$ cat src/rtl/core/swr_pkg.sv
`default_nettype none

package swr_pkg;

  localparam int unsigned InTdataW  = 32;
  localparam int unsigned OutTdataW = 24;
  localparam int unsigned QDepth    = 2;

  typedef enum logic [1:0] {
    KIND_ACK     = 2'd0,
    KIND_SYNACK  = 2'd1,
    KIND_DELIVER = 2'd2,
    KIND_DONE    = 2'd3
  } kind_e;

  typedef struct packed {
    logic [7:0] src;
    logic [7:0] seq;
    logic       syn;
    logic       em;
  } item_t;

  typedef struct packed {
    kind_e      kind;
    logic [7:0] peer;
    logic [7:0] seq;
    logic       fem;
    logic       last;
  } result_t;

endpackage

`default_nettype wire

$ cat src/rtl/core/swr_front.sv
`default_nettype none

module swr_front #(
  parameter int unsigned NUM_SENDERS = 256
) (
  input  wire logic                 clk_i,
  input  wire logic                 rst_ni,
  input  wire logic                 cfg_valid_i,
  output logic                      cfg_ready_o,
  input  wire logic [7:0]           cfg_data_i,
  input  wire logic                 in_valid_i,
  output logic                      in_ready_o,
  input  wire logic                 crc_ok_i,
  input  wire logic [7:0]           dest_node_i,
  input  wire logic [7:0]           source_node_i,
  input  wire logic [7:0]           frame_seq_i,
  input  wire logic                 is_syn_i,
  input  wire logic                 ends_message_i,
  input  wire logic                 q_full_i,
  output logic                      push_o,
  output swr_pkg::item_t            item_o
);
  import swr_pkg::*;

  logic [7:0] rid_q;
  logic       keep;

  always_ff @(posedge clk_i or negedge rst_ni) begin
    if (!rst_ni) begin
      rid_q <= 8'd0;
    end else if (cfg_valid_i) begin
      rid_q <= cfg_data_i;
    end
  end

  assign cfg_ready_o = 1'b1;

  // bad CRC, foreign destination and unknown senders end here
  assign keep = crc_ok_i && (dest_node_i == rid_q) &&
                ({1'b0, source_node_i} < 9'(NUM_SENDERS));

  assign in_ready_o = !q_full_i;
  assign push_o     = in_valid_i && !q_full_i && keep;

  assign item_o.src = source_node_i;
  assign item_o.seq = frame_seq_i;
  assign item_o.syn = is_syn_i;
  assign item_o.em  = ends_message_i;

endmodule

`default_nettype wire

$ cat config.mk
export PLATFORM = sky130hd
export DESIGN_NAME = swr_front
export DESIGN_NICKNAME = d
export VERILOG_FILES = /design/src/rtl/core/swr_pkg.sv /design/src/rtl/core/swr_front.sv
export SDC_FILE = /design/constraint.sdc
export NUM_CORES = 1
export LEC_CHECK = 0
export BUFFER_PORTS_ARGS = -buffer_cell sky130_fd_sc_hd__buf_2
export CAP_MARGIN = 20
export CORE_AREA = 4 4 46 48
export DETAILED_ROUTE_END_ITERATION = 8
export DIE_AREA = 0 0 50 52
export PLACE_DENSITY = 0.78
export RECOVER_POWER = 50
export SYNTH_ARGS = -nofsm -noshare
export SYNTH_HDL_FRONTEND = slang
export SYNTH_SLANG_ARGS = --single-unit
export TNS_END_PERCENT = 30
$ cat constraint.sdc
create_clock -name clk_i -period 1.6 [get_ports clk_i]
set_clock_uncertainty 0.15 [all_clocks]
set_input_delay 0.24 -clock clk_i [delete_from_list [all_inputs] [get_ports clk_i]]
set_output_delay 0.24 -clock clk_i [all_outputs]
set_load 0.01 [all_outputs]
==> out/results.ini, run 1 <==
[run_status]
status = complete, but fails checks
violations = negative setup slack

[worst_setup_path]
r2r_cells = 2
crit_start = rid_q[2]
reg2reg_slack_ns = 0.57
worstSetupPathType = register to primary output
rr_endpoint = rid_q[1]
cp.required_ns = 1.21
critPathLaunchType = register
reg2reg_from = rid_q[1]
arrival_ns = 1.21
worstSetupEndpointType = primary output
path_max_fanout = 2

[synthesis]
ys_seq_area_frac = 0.346
ys_types = 10
synthTopCellsByArea = dfrtp_1, buf_4, mux2_4, xnor2_1, nand4_1
yosys.area.top_type_share = 0.346
syn_nets = 90
netlist_instances = 50
ys_seq_elements = 8
synth.largest_area_cell = dfrtp_1
synth_warnings = 0
syn_avg_cell_area_sq_um = 11.6
syn_area_sq_um = 579

[placement]
portBuffers = 23
gp_congestion = 0.624
dp_hpwl_um = 824

[power]
p_leak_nw = 0.307
cellPowerDensity_mw_per_mm2 = 811
irDropWorstVdd_mv = 0.506
power_w = 0.000503

[sta]
clock.fmax_ghz = 0.623
slew_violations = 0
setup_viol = 1
finalCritPeriodShare = 1.00
setup_tns_ns = -0.00424
final_hold_viol_count = 0
rsz0062_at_grt = true
setup_slack_ns = -0.00424
post-route-min-period_ns = 1.60

[finish]
layout.nets = 100
area_growth_syn_to_layout_pct = 6.91
largest_reg_flops = 8
drive_gt1_frac = 0.638
reg_top3 = rid_q x8
final_cell_mix = buf_2, mux2_4, dfrtp_1, xnor2_1, clkbuf_4
n_antenna_cell = 0
largest_register = rid_q
final_core_util = 0.363
layout_commonest_cell = buf_2

[floorplanning]
num_rows = 15
core_area_sq_mm = 0.00171
dieHeight_um = 52
initial_core_util = 0.339
io-pin-count = 61
die_x_um = 50
die_area_sq_mm = 0.00260

[worst_hold_path]
min_to = rid_q[3]
hp-class = input port to register
min_path_cells = 2
hold_start = cfg_data_i[3]

[global_routing]
gr-usage-all-layers = 0.0872
grt_start_max_net_pins = 9
grt_pass1_wl_um = 1610
grt_pass1_vias = 391
overflow = 0
grt_antenna_before_repair = 0

[clock_network]
cts_sinks = 8
clockBufferDepth = 2
cts_tree = done
cts_root_buf = clkbuf_4
path_clk_slew_ns = 0.05
clkLatencyLatePin_ns = 0.25
cts_buffers = 3
cts_htree_levels = 1

[routing]
antenna_left = 0
finalWirelength_um = 998
dr.pass1.iters = 1
first_iter_violations = 0
vias = 345
drc = 0
viasPerCell = 4.16
avgRoutedWirePerCell_um = 12.0

[run]
maxCapViolations = 0

==> layout make-up <==
type | instances | area [sq um]
Timing Repair Buffer | 25 | 133
Clock buffer | 3 | 22.5
Sequential cell | 8 | 200
Inverter | 1 | 3.75
Multi-Input combinational cell | 21 | 229
Tap cell | 25 | 31.3
Fill cell | 181 | 1090
==> worst max-delay path, stage by stage (launching register included) <==
cell     delay, ns
dfrtp_1       0.40
xnor2_1       0.15
nand3_1       0.11
nor3_2        0.17
buf_2         0.15
==> worst max path at each step <==
stage	slack, ns	endpoint
after floorplan	0.36	push_o
after global placement	0.22	push_o
after detailed placement	0.20	push_o
after CTS	-0.03	push_o
after global routing	-0.14	push_o
final	-0.004	push_o
==> timing repair <==
action | in CTS | in global routing
buffers inserted | 1 | 0
hold endpoints to repair | 8 | 0
setup endpoints to repair | 1 | 1
resized for setup | 0 | 1
pin swaps | 7 | 1
hold buffers | 1 | 0
==> stage by stage <==
stage          area, sq um  worst slack, ns  instances  hold WS (ns)
5_1_grt                619           -0.142         83        0.0685
6_report               619         -0.00424         83        0.0693
3_5_place_dp           572            0.199         78       -0.0593
4_1_cts                612          -0.0321         83        0.0601
2_1_floorplan          579            0.361         50        -0.206
3_3_place_gp           572            0.223         78       -0.0601
==> routing by layer <==
layer | wire length, um | track usage | vias to the layer above
li1 | - | - | 159
met1 | 304 | 0.0771 | 150
met2 | 518 | 0.146 | 24
met3 | 118 | 0.0115 | 12
met4 | 57 | 0.129 | 0
met5 | 0 | 0 | -
==> Yosys cell counts <==
library cell	instances
nand4_1	2
dfrtp_1	8
xnor2_1	8
buf_6	1
nor3_2	1
conb_1	1
buf_4	19
nand3_1	1
inv_1	1
mux2_4	8
==> power breakdown <==
part / internal, W / switching (W)
sequential: 0.000223 / 0.0000156
combinational: 0.0000768 / 0.0000378
clock: 0.0000855 / 0.0000636
total: 0.000386 / 0.000117
==> cell families (layout without fill, tap and decap cells) <==
group / count (synthesis) / in the layout / share of synthesized area
buffers and inverters: 21 / 29 / 0.272
XOR/XNOR: 8 / 8 / 0.121
multiplexers: 8 / 8 / 0.207
flip-flops: 8 / 8 / 0.346
AND/OR/NAND/NOR: 4 / 4 / 0.0475
other: 1 / 1 / 0.00647
(Power assumes the default switching activity.)
==> run 2, diff against run 1 <==
--- a/config.mk
+++ b/config.mk
@@ -9,6 +9,6 @@
 export CAP_MARGIN = 20
-export CORE_AREA = 4 4 46 48
+export CORE_AREA = 2 2 44 46
 export DETAILED_ROUTE_END_ITERATION = 8
-export DIE_AREA = 0 0 50 52
-export PLACE_DENSITY = 0.78
+export DIE_AREA = 0 0 46 48
+export PLACE_DENSITY = 0.86
 export RECOVER_POWER = 50
--- a/constraint.sdc
+++ b/constraint.sdc
@@ -4,2 +4,2 @@
 set_output_delay 0.24 -clock clk_i [all_outputs]
-set_load 0.01 [all_outputs]
+set_load 0.1 [all_outputs]
==> run 2 against run 1 <==
Against the previous run: non-clock buffer count grew 6; core utilization grew 3.5 points; clock power is essentially flat; fmax shrank 8.8%; power grew 8.8%; cell count shrank 2.4%; setup slack lost 0.15 ns; the run still ends with negative setup slack left; hold slack lost 0.0084 ns; largest power group unchanged; sequential share of layout area shrank 2.5 points; critical path type unchanged.
==> out/results.ini, run 2 (synthesis gave the netlist of run 1 again) <==
[run_status]
status = complete, but fails checks
violations = negative setup slack

[finish]
layout.nets = 106
largest_register = rid_q
multi_input_area_sq_um = 228
area_growth_syn_to_layout_pct = 16.0
regArea_sq_um = 200
nFillCells = 174
reg_top3 = rid_q x8
largest_reg_flops = 8
n_antenna_cell = 0
final_core_util = 0.398
final_cell_mix = buf_2, xnor2_1, mux2_4, dfrtp_1, buf_4
design_area_sq_um = 672
drive_gt1_frac = 0.672
layout_commonest_cell = buf_2

[worst_setup_path]
cp_cell_sequence = xnor2_1, nand4_1, nor3_4, buf_12
path_max_fanout = 2
worstSetupEndpointType = primary output
crit_family = flip-flops
arrival_ns = 1.37
cp.required_ns = 1.21
critPathLaunchType = register
cp.buffers_inverters = 1
crit_path_top_delay_cell = dfrtp_1
slowest_delay_ns = 0.39
worstSetupPathType = register to primary output

[floorplanning]
num_rows = 15
core_area_sq_mm = 0.00169
dieHeight_um = 48
io-pin-count = 61
die_area_sq_mm = 0.00221
initial_core_util = 0.343
die_x_um = 46

[routing]
first_iter_violations = 0
dr_wl_met3_um = 105
viasPerCell = 4.56
avgRoutedWirePerCell_um = 13.1
finalWirelength_um = 1060
vias = 369
drc = 0
dr.pass1.iters = 1
antenna_left = 0
route.met2.wl_um = 561
wl_met1_um = 354
highest_layer = met4

[sta]
final_hold_viol_count = 0
post-route-min-period_ns = 1.76
setup_viol = 1
clock.fmax_ghz = 0.569
finalCritPeriodShare = 1.10
rsz0062_at_grt = true
slew_violations = 0
setup_slack_ns = -0.159

[clock_network]
clockBufferDepth = 2
cts_resized = 0
cts_root_buf = clkbuf_4
cts_tree = done
path_clk_slew_ns = 0.05
cts_sinks = 8
cts_htree_levels = 1
clkLatencyLatePin_ns = 0.25
cts_buffers = 3

[worst_hold_path]
hp-class = input port to register

[global_routing]
overflow = 0
gr-usage-all-layers = 0.108
grt_pass1_wl_um = 1520
grt_antenna_before_repair = 0
grt_start_max_net_pins = 9
grt_pass1_vias = 384

[run]
maxCapViolations = 0

[power]
cellPowerDensity_mw_per_mm2 = 813
irDropWorstVdd_mv = 0.308
p_leak_nw = 0.341

[placement]
portBuffers = 23
preCtsSetupSlack_ns = 0.0439
gp_congestion = 0.617
placed_area_sq_um = 587

==> run 2: path summary, 6_finish.rpt <==
| path | end | cells past startpoint | from | slack, ns |
|---|---|---|---|---|
| worst max-delay path | push_o | 4 | rid_q[4] | -0.16 |
| worst min-delay path | rid_q[0] | 2 | cfg_data_i[0] | 0.06 |
| worst max register to register | rid_q[2] | 2 | rid_q[2] | 0.54 |
| worst min register to register | rid_q[7] | 1 | rid_q[7] | 0.39 |
| max in group asynchronous | rid_q[4] | 2 | rst_ni | 0.94 |
| min in group asynchronous | rid_q[5] | 2 | rst_ni | 0.20 |
==> run 2: metrics by stage <==
step / setup TNS, ns / power [W] / hold slack (ns) / cells
2_1_floorplan: -0.402 / 0.000545 / -0.206 / 50
3_3_place_gp: 0 / 0.000368 / -0.0688 / 70
3_5_place_dp: 0 / 0.000372 / -0.0629 / 70
4_1_cts: -0.167 / 0.000551 / 0.0547 / 80
5_1_grt: -0.222 / 0.000568 / 0.0700 / 81
6_report: -0.159 / 0.000547 / 0.0608 / 81
==> run 2: layout make-up <==
cell class                      instances  share of cell area
Clock buffer                            3              0.0335
Inverter                                1              0.0112
Sequential cell                         8               0.298
Multi-Input combinational cell         21               0.339
Tap cell                               17              0.0317
Timing Repair Buffer                   31               0.287
==> run 2: layer usage <==
| metal | global-route usage | up-vias |
|---|---|---|
| li1 | - | 171 |
| met1 | 0.100 | 165 |
| met2 | 0.183 | 25 |
| met3 | 0.0226 | 8 |
| met4 | 0.126 | 0 |
| met5 | 0 | - |
==> run 2: report_power, final <==
part | leakage (nW) | switching (W) | internal, W
logic | 0.233 | 0.0000647 | 0.0000926
clock network | 0.0138 | 0.0000658 | 0.0000856
registers | 0.0935 | 0.0000146 | 0.000223
==> run 2: timing repair <==
item | CTS | global route
gates cloned | 0 | 0
setup buffers | 6 | 1
endpoints found under the hold margin | 8 | 0
pin swaps | 10 | 4
hold buffers | 1 | 0
endpoints found under the setup margin | 1 | 1
