File: src/rtl/core/swr_pkg.sv
`default_nettype none

package swr_pkg;

  localparam int unsigned InTdataW  = 32;
  localparam int unsigned OutTdataW = 24;
  localparam int unsigned QDepth    = 2;

  typedef enum logic [1:0] {
    KIND_ACK     = 2'd0,
    KIND_SYNACK  = 2'd1,
    KIND_DELIVER = 2'd2,
    KIND_DONE    = 2'd3
  } kind_e;

  typedef struct packed {
    logic [7:0] src;
    logic [7:0] seq;
    logic       syn;
    logic       em;
  } item_t;

  typedef struct packed {
    kind_e      kind;
    logic [7:0] peer;
    logic [7:0] seq;
    logic       fem;
    logic       last;
  } result_t;

endpackage

`default_nettype wire

File: src/rtl/core/swr_fifo.sv
`default_nettype none

module swr_fifo (
  input  wire logic           clk_i,
  input  wire logic           rst_ni,
  input  wire logic           push_i,
  input  wire swr_pkg::item_t item_i,
  output logic                full_o,
  input  wire logic           pop_i,
  output logic                valid_o,
  output swr_pkg::item_t      item_o
);
  import swr_pkg::*;

  localparam int unsigned PtrW = (QDepth > 1) ? $clog2(QDepth) : 1;

  item_t             ent_q [QDepth];
  logic [PtrW:0]     wr_q, wr_d, rd_q, rd_d;

  assign full_o  = (wr_q[PtrW] != rd_q[PtrW]) && (wr_q[PtrW-1:0] == rd_q[PtrW-1:0]);
  assign valid_o = (wr_q != rd_q);
  assign item_o  = ent_q[rd_q[PtrW-1:0]];

  assign wr_d = (push_i && !full_o) ? wr_q + (PtrW+1)'(1) : wr_q;
  assign rd_d = (pop_i && valid_o) ? rd_q + (PtrW+1)'(1) : rd_q;

  always_ff @(posedge clk_i or negedge rst_ni) begin
    if (!rst_ni) begin
      wr_q <= '0;
      rd_q <= '0;
    end else begin
      wr_q <= wr_d;
      rd_q <= rd_d;
    end
  end

  always_ff @(posedge clk_i) begin
    if (push_i && !full_o) begin
      ent_q[wr_q[PtrW-1:0]] <= item_i;
    end
  end

endmodule

`default_nettype wire

File: config.mk
export PLATFORM = sky130hd
export DESIGN_NAME = swr_fifo
export DESIGN_NICKNAME = d
export VERILOG_FILES = /design/src/rtl/core/swr_pkg.sv /design/src/rtl/core/swr_fifo.sv
export SDC_FILE = /design/constraint.sdc
export NUM_CORES = 1
export LEC_CHECK = 0
export ABC_AREA = 1
export BUFFER_PORTS_ARGS = -buffer_cell sky130_fd_sc_hd__buf_2
export CORE_ASPECT_RATIO = 0.7
export CORE_MARGIN = 5
export CORE_UTILIZATION = 55
export DETAILED_ROUTE_END_ITERATION = 7
export PLACE_DENSITY = 0.83
export SETUP_SLACK_MARGIN = 0.05
export SYNTH_ARGS = -nofsm -noshare
export SYNTH_HDL_FRONTEND = slang
export SYNTH_SLANG_ARGS = --single-unit
File: constraint.sdc
create_clock -name clk_i -period 2.79 [get_ports clk_i]
set_input_delay 0.279 -clock clk_i [delete_from_list [all_inputs] [get_ports clk_i]]
set_output_delay 0.279 -clock clk_i [all_outputs]
set_load 0.02 [all_outputs]
==> out/results.txt, run 1 <==
status: finished clean
setup TNS: 0 ps
clk_skew: 3.186 ps
Synth Instances: 134
global placer's final weighted congestion: 0.7350
Comb pwr share: 0.399
Core Rows: 16
Distinct cells, synth: 10
Crit path depth: 6
Post-DP Area: 1792 um2
Vias: 1065
initial core utilization: 0.5688
unrepaired setup endpoints after global routing: no
total gr overflow: 0
Post-Syn Area: 1572 um2
Sequential Power Share: 0.415
Total Nets Final: 202
fin area: 1902 um2
Max stage delay cell, worst path: inv_1
Sw Ratio: 0.3957
Die Ht: 54.72 um
Hold Path Class: input pin to register
Crit path largest cell delay: 530 ps
Vias/cell: 4.908
Worst EP arrival: 1810 ps
DRT iter0 DRCs: 32
Routed WL: 2.913 mm
Area Overhead vs Synth: 21.02%
Final Cycle Share: 0.6781
post-DR wirelength/cell: 13.42 um
Clk pwr share: 0.186
HP Start: item_i[9]
total CTS buffers: 5
H-tree depth: 2
Seq cells post-synth: 40
worst r2r src: rd_q[0]
Core Region: 2763 um2
Port Buffers: 41
Peak VDD IR: 0.0005823 V
syn_nets: 156
most frequent cells in the layout: nand2_1 (75), buf_2 (41), edfxtp_1 (36), inv_1 (7), clkbuf_8 (7)
DIE AREA: 4043 um2
syn_area_per_cell: 11.73 um2
# IOs: 42
Critical Path Source Type: register
Largest delay share family, worst path: buffers and inverters
CP Buf/Inv Count: 2
GRT Total Usage: 0.1606
Reg clk slew, reported paths: 70 ps
Ys Warns: 0
share of cells above drive strength 1: 0.2873
Fmax: 0.5286 GHz
largest fanout on the critical path: 21
initial antenna violation count: 0
largest net degree at the start of global routing: 22
Crit Path Class: register to register
root buffer cell: clkbuf_8
vias in the first global route: 1018
Fin. Hold Viols: 0
Hold Crit Depth: 1
Seq/Total Area, Yosys: 0.7516
detailed-route DRC error count: 0
worst-path cell chain: buf_4 -> nand2_1 -> nand2_1 -> nand2_2 -> nand3_1 -> inv_1
final cell count without fillers: 217
clock latency on the worst-skew pair: 280 ps
Routed Antenna Nets: 0
Critical Path RT: 2710 ps
Final Max Tran Viols: 0
# setup viols final: 0
power density cells: 1147 nW/um2
CP most frequent cell: nand2_1
most common cell after layout, fill and taps aside: nand2_1
clk buf depth: 2
number of max-cap violations: 0
Placed Cells: 208
leak pwr: 0.8974 nW
first drt pass iteration count: 4
Critical Path Start: rd_q[0]
hpwl dp: 2.107 mm
Power Internal: 1.318 mW
switching power: 0.8631 mW
Worst-Margin Slew: 706.3 ps
Hold Buf Count CTS: 1
reg2reg path depth: 6
Worst setup EP type: register
Die W: 73.89 um
CTS Sinks: 40
first-pass GRT wire length: 4.505 mm
Period minus WS final: 1892 ps
ANT cells: 0
Post-CTS Setup Repair Bufs: 0
CTS tree: yes
post-cts resize count: 0
slew margin rel.: 0.5286
-- layout make-up --
| class | count | area, um2 |
|---|---|---|
| Sequential cell | 40 | 1181 |
| Fill cell | 208 | 860.8 |
| Multi-Input combinational cell | 82 | 322.8 |
| Timing Repair Buffer | 43 | 222.7 |
| Clock buffer | 8 | 100.1 |
| Tap cell | 36 | 45.04 |
| Inverter | 8 | 30.03 |
-- metrics by stage --
stage | hold WS, ps | setup slack, ps | power, mW | util
after floorplan | -16.59 | 1310 | 1.540 | -
after global placement | 86.08 | 987.4 | 1.755 | 0.6486
after detailed placement | 88.99 | 884.9 | 1.806 | 0.6486
after CTS | 171.4 | 873.6 | 2.213 | 0.6884
after global routing | 160.8 | 743.1 | 2.340 | 0.6884
final | 180.0 | 898.1 | 2.181 | 0.6884
-- cells in the mapped netlist (all sizes together) --
cell,count,area share
buf,4,0.024
xor2,1,0.0056
nand2,77,0.19
edfxtp,36,0.69
inv,8,0.019
dfrtp,4,0.064
nand3,4,0.013
-- layer usage --
| layer | global-route usage | vias to the layer above | part of all wire |
|---|---|---|---|
| met5 | 0 | - | 0 |
| met4 | 0.1114 | 0 | 0.026 |
| met3 | 0.06789 | 10 | 0.072 |
| met2 | 0.2691 | 38 | 0.51 |
| met1 | 0.1663 | 490 | 0.39 |
| li1 | - | 527 | - |
-- worst register-to-register path: stages (launching register included) --
cell	delay [ps]
dfrtp_1	390
buf_4	220
nand2_1	80
nand2_1	90
nand2_2	120
nand3_1	90
inv_1	530
-- power by group through the flow --
| stage | Combinational (mW) | Clock [mW] | Sequential [mW] |
|---|---|---|---|
| after floorplan | 0.636 | 0 | 0.904 |
| after global placement | 0.848 | 0 | 0.907 |
| after detailed placement | 0.887 | 0 | 0.919 |
| after CTS | 0.891 | 0.414 | 0.907 |
| after global routing | 0.983 | 0.437 | 0.920 |
| final | 0.871 | 0.405 | 0.906 |
-- state kept, by name, summed over array words and instances, names as in the netlist --
register / flops
rd_q: 2
wr_q: 2
ent_q: 36
-- final timing paths --
check | to | slack, ps
max in group asynchronous | wr_q[1] | 2340
hold / removal | ent_q[1][9] | 180
setup / recovery | ent_q[0][8] | 900
min in group asynchronous | rd_q[1] | 330
hold reg to reg | wr_q[0] | 530
setup reg to reg | ent_q[0][8] | 900
-- logic make-up (layout without fill, tap and decap cells) --
kind of cell | after synthesis | in the layout | share of synthesized area
and+or+nand+nor | 81 | 81 | 0.1998
DFF | 40 | 40 | 0.7516
buffers and inverters | 12 | 59 | 0.04299
xor gates and xnor gates | 1 | 1 | 0.005574
No activity file was read; power rests on OpenSTA's default activity.
==> inputs of run 2 (changes only) <==
ABC_AREA = 0   (was 1)
CORE_UTILIZATION = 51   (was 55)
PLACE_DENSITY = 0.78   (was 0.83)
clock period = 1.81 ns   (was 2.79 ns; I/O delays follow)
==> out/results.txt, run 2 <==
status: finished clean
XOR/XNOR Fraction of Synth Area: 0.01606
power density cells: 1754 nW/um2
syn_nets: 107
H-tree depth: 2
Post-Syn Area: 1558 um2
Crit Path Class: register to output port
Die Ht: 56.24 um
leak pwr: 0.7546 nW
first drt pass iteration count: 5
Final Cycle Share: 0.9189
max reg flops: 36
Ys Warns: 0
clock latency on the worst-skew pair: 280 ps
CTS tree: yes
Simple-Gate Fraction of Synth Area: 0.04739
worst r2r src: rd_q[1]
Seq cells post-synth: 40
number of max-cap violations: 0
post-synthesis compound-gate area fraction: 0.02329
Die W: 76.06 um
Async SR Flop Fraction: 0.1000
Reg clk slew, reported paths: 70 ps
Critical Path Source Type: register
synth cell count leaders: edfxtp_1 (36), mux2_2 (13), mux2_1 (6)
Post-synth EDFFs: 36
Adder-Cell Fraction of Synth Area: 0
Core Region: 2863 um2
Place WS: 203.1 ps
clk buf depth: 2
top cell type's share of synthesized area: 0.6940
Reg2Reg Setup Slack: 250 ps
Final Max Tran Viols: 0
reg2reg path depth: 4
Critical Path RT: 1630 ps
Period minus WS final: 1663 ps
FF-to-FF End: ent_q[0][10]
# IOs: 42
Routed WL: 2.628 mm
share of cells above drive strength 1: 0.5000
most frequent cell after synthesis: edfxtp_1
total CTS buffers: 5
initial core utilization: 0.5441
Worst-Margin Slew: 332.6 ps
Core Rows: 16
Power, Total: 3.456 mW
most frequent cells in the layout: buf_2 (41), edfxtp_1 (36), mux2_2 (13), mux2_1 (6), clkbuf_8 (6)
Hold Path Class: input pin to register
Area Overhead vs Synth: 26.51%
Routed Antenna Nets: 0
CTS Sinks: 40
most common cell after layout, fill and taps aside: buf_2
Vias: 880
first-pass GRT wire length: 4.243 mm
Critical Path Start: rd_q[1]
worst hold slack: 85.62 ps
hpwl dp: 1.834 mm
Worst EP arrival: 1480 ps
Peak VDD IR: 0.0009410 V
Total Nets Final: 155
syn_area_per_cell: 18.33 um2
largest family of logic cells by synthesized area: multiplexers
DRT iter0 DRCs: 24
Port Buffers: 41
Fin. Hold Viols: 0
setup TNS: 0 ps
GRT Total Usage: 0.1294
ys flop type: edfxtp_1
last element of the critical path: valid_o
slew margin rel.: 0.7783
largest net degree at the start of global routing: 28
post-DR wirelength/cell: 15.46 um
mux contribution to synthesized area: 0.1373
Fmax: 0.6012 GHz
Vias/cell: 5.176
final worst setup slack: 146.8 ps
Synth area leader: edfxtp_1
vias in the first global route: 929
initial antenna violation count: 0
ANT cells: 0
Post-CTS Setup Repair Bufs: 0
clk_skew: 5.987 ps
total gr overflow: 0
Synth Instances: 85
Core Util, Final: 0.6884
# setup viols final: 0
Worst setup EP type: output port
unrepaired setup endpoints after global routing: no
Seq/Total Area, Yosys: 0.7582
Distinct cells, synth: 21
detailed-route DRC error count: 0
DIE AREA: 4277 um2
root buffer cell: clkbuf_8
global placer's final weighted congestion: 0.6984
top post-synthesis cells by area: edfxtp_1 (69%), mux2_2 (9.4%), dfrtp_1 (6.4%)
largest fanout on the critical path: 7
-- run 2: metrics by stage --
stage / std cells / area, um2
6_report: 170 / 1971
5_1_grt: 170 / 1971
2_1_floorplan: 85 / 1573
3_3_place_gp: 161 / 1859
3_5_place_dp: 161 / 1859
4_1_cts: 170 / 1959
-- run 2: what timing repair did --
action                     4_1_cts  5_1_grt
setup endpoints to repair        0        1
hold buffers                     1        0
hold endpoints to repair         4        0
gates resized for setup          0        1
-- run 2: layout make-up --
cell class | count | area (um2)
Sequential cell | 40 | 1181
Timing Repair Buffer | 45 | 275.3
Tap cell | 36 | 45.04
Clock buffer | 8 | 90.09
Multi-Input combinational cell | 40 | 375.4
Inverter | 1 | 3.754
Fill cell | 204 | 892.1
-- run 2: power breakdown --
| group | switching [mW] | internal (mW) |
|---|---|---|
| Combinational | 0.826 | 0.625 |
| Clock | 0.266 | 0.310 |
| Sequential | 0.128 | 1.30 |
-- run 2: kinds of logic after synthesis --
kind of cell	count (synthesis)
AOI/OAI and AO/OA	6
xor gates and xnor gates	2
buffers and inverters	5
and+or+nand+nor	13
muxes	19
DFF	40
-- run 2: worst max-delay path: stages (launching register included) --
cell     delay, ps
dfrtp_1        460
xnor2_4        270
inv_1           90
or2_1          230
buf_2          160
-- run 2: how the worst min path moves through the flow --
| stage | startpoint | end | slack, ps | depth (start not counted) |
|---|---|---|---|---|
| after floorplan | rst_ni | rd_q[0] | -110 | 0 |
| after global placement | rst_ni | rd_q[0] | -10 | 1 |
| after detailed placement | rst_ni | rd_q[0] | -6 | 1 |
| after CTS | item_i[16] | ent_q[1][16] | 70 | 1 |
| after global routing | item_i[16] | ent_q[0][16] | 70 | 1 |
| final | item_i[5] | ent_q[1][5] | 90 | 1 |
-- run 2: routing by layer --
layer / global-route usage / vias up / wire, um
met5: 0 / - / 0
met4: 0.06733 / 0 / 14
met3: 0.05663 / 2 / 186
met2: 0.2049 / 28 / 1321
met1: 0.1486 / 430 / 1105
li1: - / 420 / -
==> inputs of run 3 (changes only) <==
REMOVE_ABC_BUFFERS = 1   (was default)
==> out/results.txt, run 3 (synthesis results as in run 2) <==
Fmax: 0.5923 GHz
Sequential Power Share: 0.417
slew margin rel.: 0.7975
Vias: 885
status: finished clean
Post-DP Area: 1863 um2
Core Util, Final: 0.6923
Final Cycle Share: 0.9327
Fin. Hold Viols: 0
most common cell after layout, fill and taps aside: buf_2
largest fanout on the critical path: 13
total gr overflow: 0
CTS tree: yes
# IOs: 42
Power Internal: 2.255 mW
largest net degree at the start of global routing: 15
clk buf depth: 2
hpwl dp: 2.028 mm
setup TNS: 0 ps
# setup viols final: 0
most frequent cells in the layout: buf_2 (41), edfxtp_1 (36), mux2_2 (13), mux2_1 (6), buf_4 (6)
vias in the first global route: 993
Core Region: 2863 um2
power density cells: 1762 nW/um2
Worst-Margin Slew: 303.7 ps
Vias/cell: 5.057
Worst EP arrival: 1510 ps
post-DR wirelength/cell: 15.70 um
Area Overhead vs Synth: 27.23%
fin area: 1982 um2
number of max-cap violations: 0
H-tree depth: 2
worst-path cell chain: buf_12 -> xor2_1 -> or2_1 -> buf_2
Final Max Tran Viols: 0
HP Start: item_i[5]
first drt pass iteration count: 4
final cell count without fillers: 175
clock latency on the worst-skew pair: 280 ps
Reg clk slew, reported paths: 70 ps
Comb pwr share: 0.427
Total Nets Final: 160
Period minus WS final: 1688 ps
number of fill cells: 203
worst r2r src: wr_q[1]
Critical Path Source Type: register
Port Buffers: 41
unrepaired setup endpoints after global routing: no
global placer's final weighted congestion: 0.7208
CTS Sinks: 40
initial core utilization: 0.5441
routed wl met3: 246 um
max reg flops: 36
ANT cells: 0
clk_skew: 5.644 ps
max layer used: met4
Critical Path Start: rd_q[0]
Peak VDD IR: 0.0009338 V
Critical Path RT: 1630 ps
root buffer cell: clkbuf_8
Die W: 76.06 um
initial antenna violation count: 0
Power, Total: 3.492 mW
Routed WL: 2.747 mm
total CTS buffers: 5
DIE AREA: 4277 um2
DRT met1 WL: 1.171 mm
detailed-route DRC error count: 0
DRT iter0 DRCs: 32
Die Ht: 56.24 um
GRT Total Usage: 0.1443
Placed Cells: 164
Hold Path Class: input pin to register
share of cells above drive strength 1: 0.5252
Sw Ratio: 0.3543
leak pwr: 0.7696 nW
switching power: 1.237 mW
first-pass GRT wire length: 4.664 mm
Routed Antenna Nets: 0
Core Rows: 16
Met2 Routed Length: 1.273 mm
Max stage delay cell, worst path: dfrtp_2
Crit path largest cell delay: 480 ps
Worst setup EP type: output port
Crit Path Class: register to output port
Clk pwr share: 0.156
## run 3: worst paths after layout
| kind | to | slack, ps | depth (start not counted) |
|---|---|---|---|
| max | valid_o | 120 | 4 |
| min | ent_q[0][5] | 80 | 1 |
| max reg2reg | ent_q[0][17] | 200 | 5 |
| min reg2reg | rd_q[1] | 620 | 1 |
| max in group asynchronous | rd_q[0] | 1440 | 2 |
| min in group asynchronous | wr_q[1] | 240 | 2 |
## run 3: worst max-delay path, delay by kind of cell (launching register included)
kind | cells | cell delay, ps
flops | 1 | 480
buf+inv | 2 | 340
simple gates | 1 | 230
xor+xnor | 1 | 170
## run 3: power groups by stage
| stage | registers (mW) | logic [mW] | clock network [mW] |
|---|---|---|---|
| after CTS | 1.44 | 1.43 | 0.566 |
| after global placement | 1.44 | 1.39 | 0 |
| after global routing | 1.49 | 1.61 | 0.600 |
| after detailed placement | 1.46 | 1.41 | 0 |
| final | 1.46 | 1.49 | 0.544 |
| after floorplan | 1.47 | 0.847 | 0 |
## run 3: final cells by class
class                      instances  area (um2)  share of cell area
tap                               36       45.04             0.02273
clock buffer                       7       76.32             0.03851
sequential                        40        1182              0.5966
multi-input combinational         40       369.1              0.1862
clock inverter                     1       5.005            0.002525
timing repair buffer              50       300.3              0.1515
inverter                           1       3.754            0.001894
## run 3: what timing repair did
action,CTS,global route
hold buffers,1,0
pin swaps,0,1
endpoints found under the setup margin,1,1
gates resized for setup,1,1
buffers inserted,0,2
hold endpoints to repair,4,0
## run 3: through the flow
step                      setup WS [ps]  hold WS, ps
after detailed placement          244.6       -6.012
after floorplan                  -940.0       -114.6
after CTS                         79.45        66.56
final                             121.7        79.67
after global placement            275.7       -11.48
after global routing              63.18        67.87
## run 3: layer usage
layer | vias up | track usage
li1 | 427 | -
met1 | 417 | 0.1693
met2 | 34 | 0.2220
met3 | 7 | 0.06634
met4 | 0 | 0.07481
met5 | - | 0
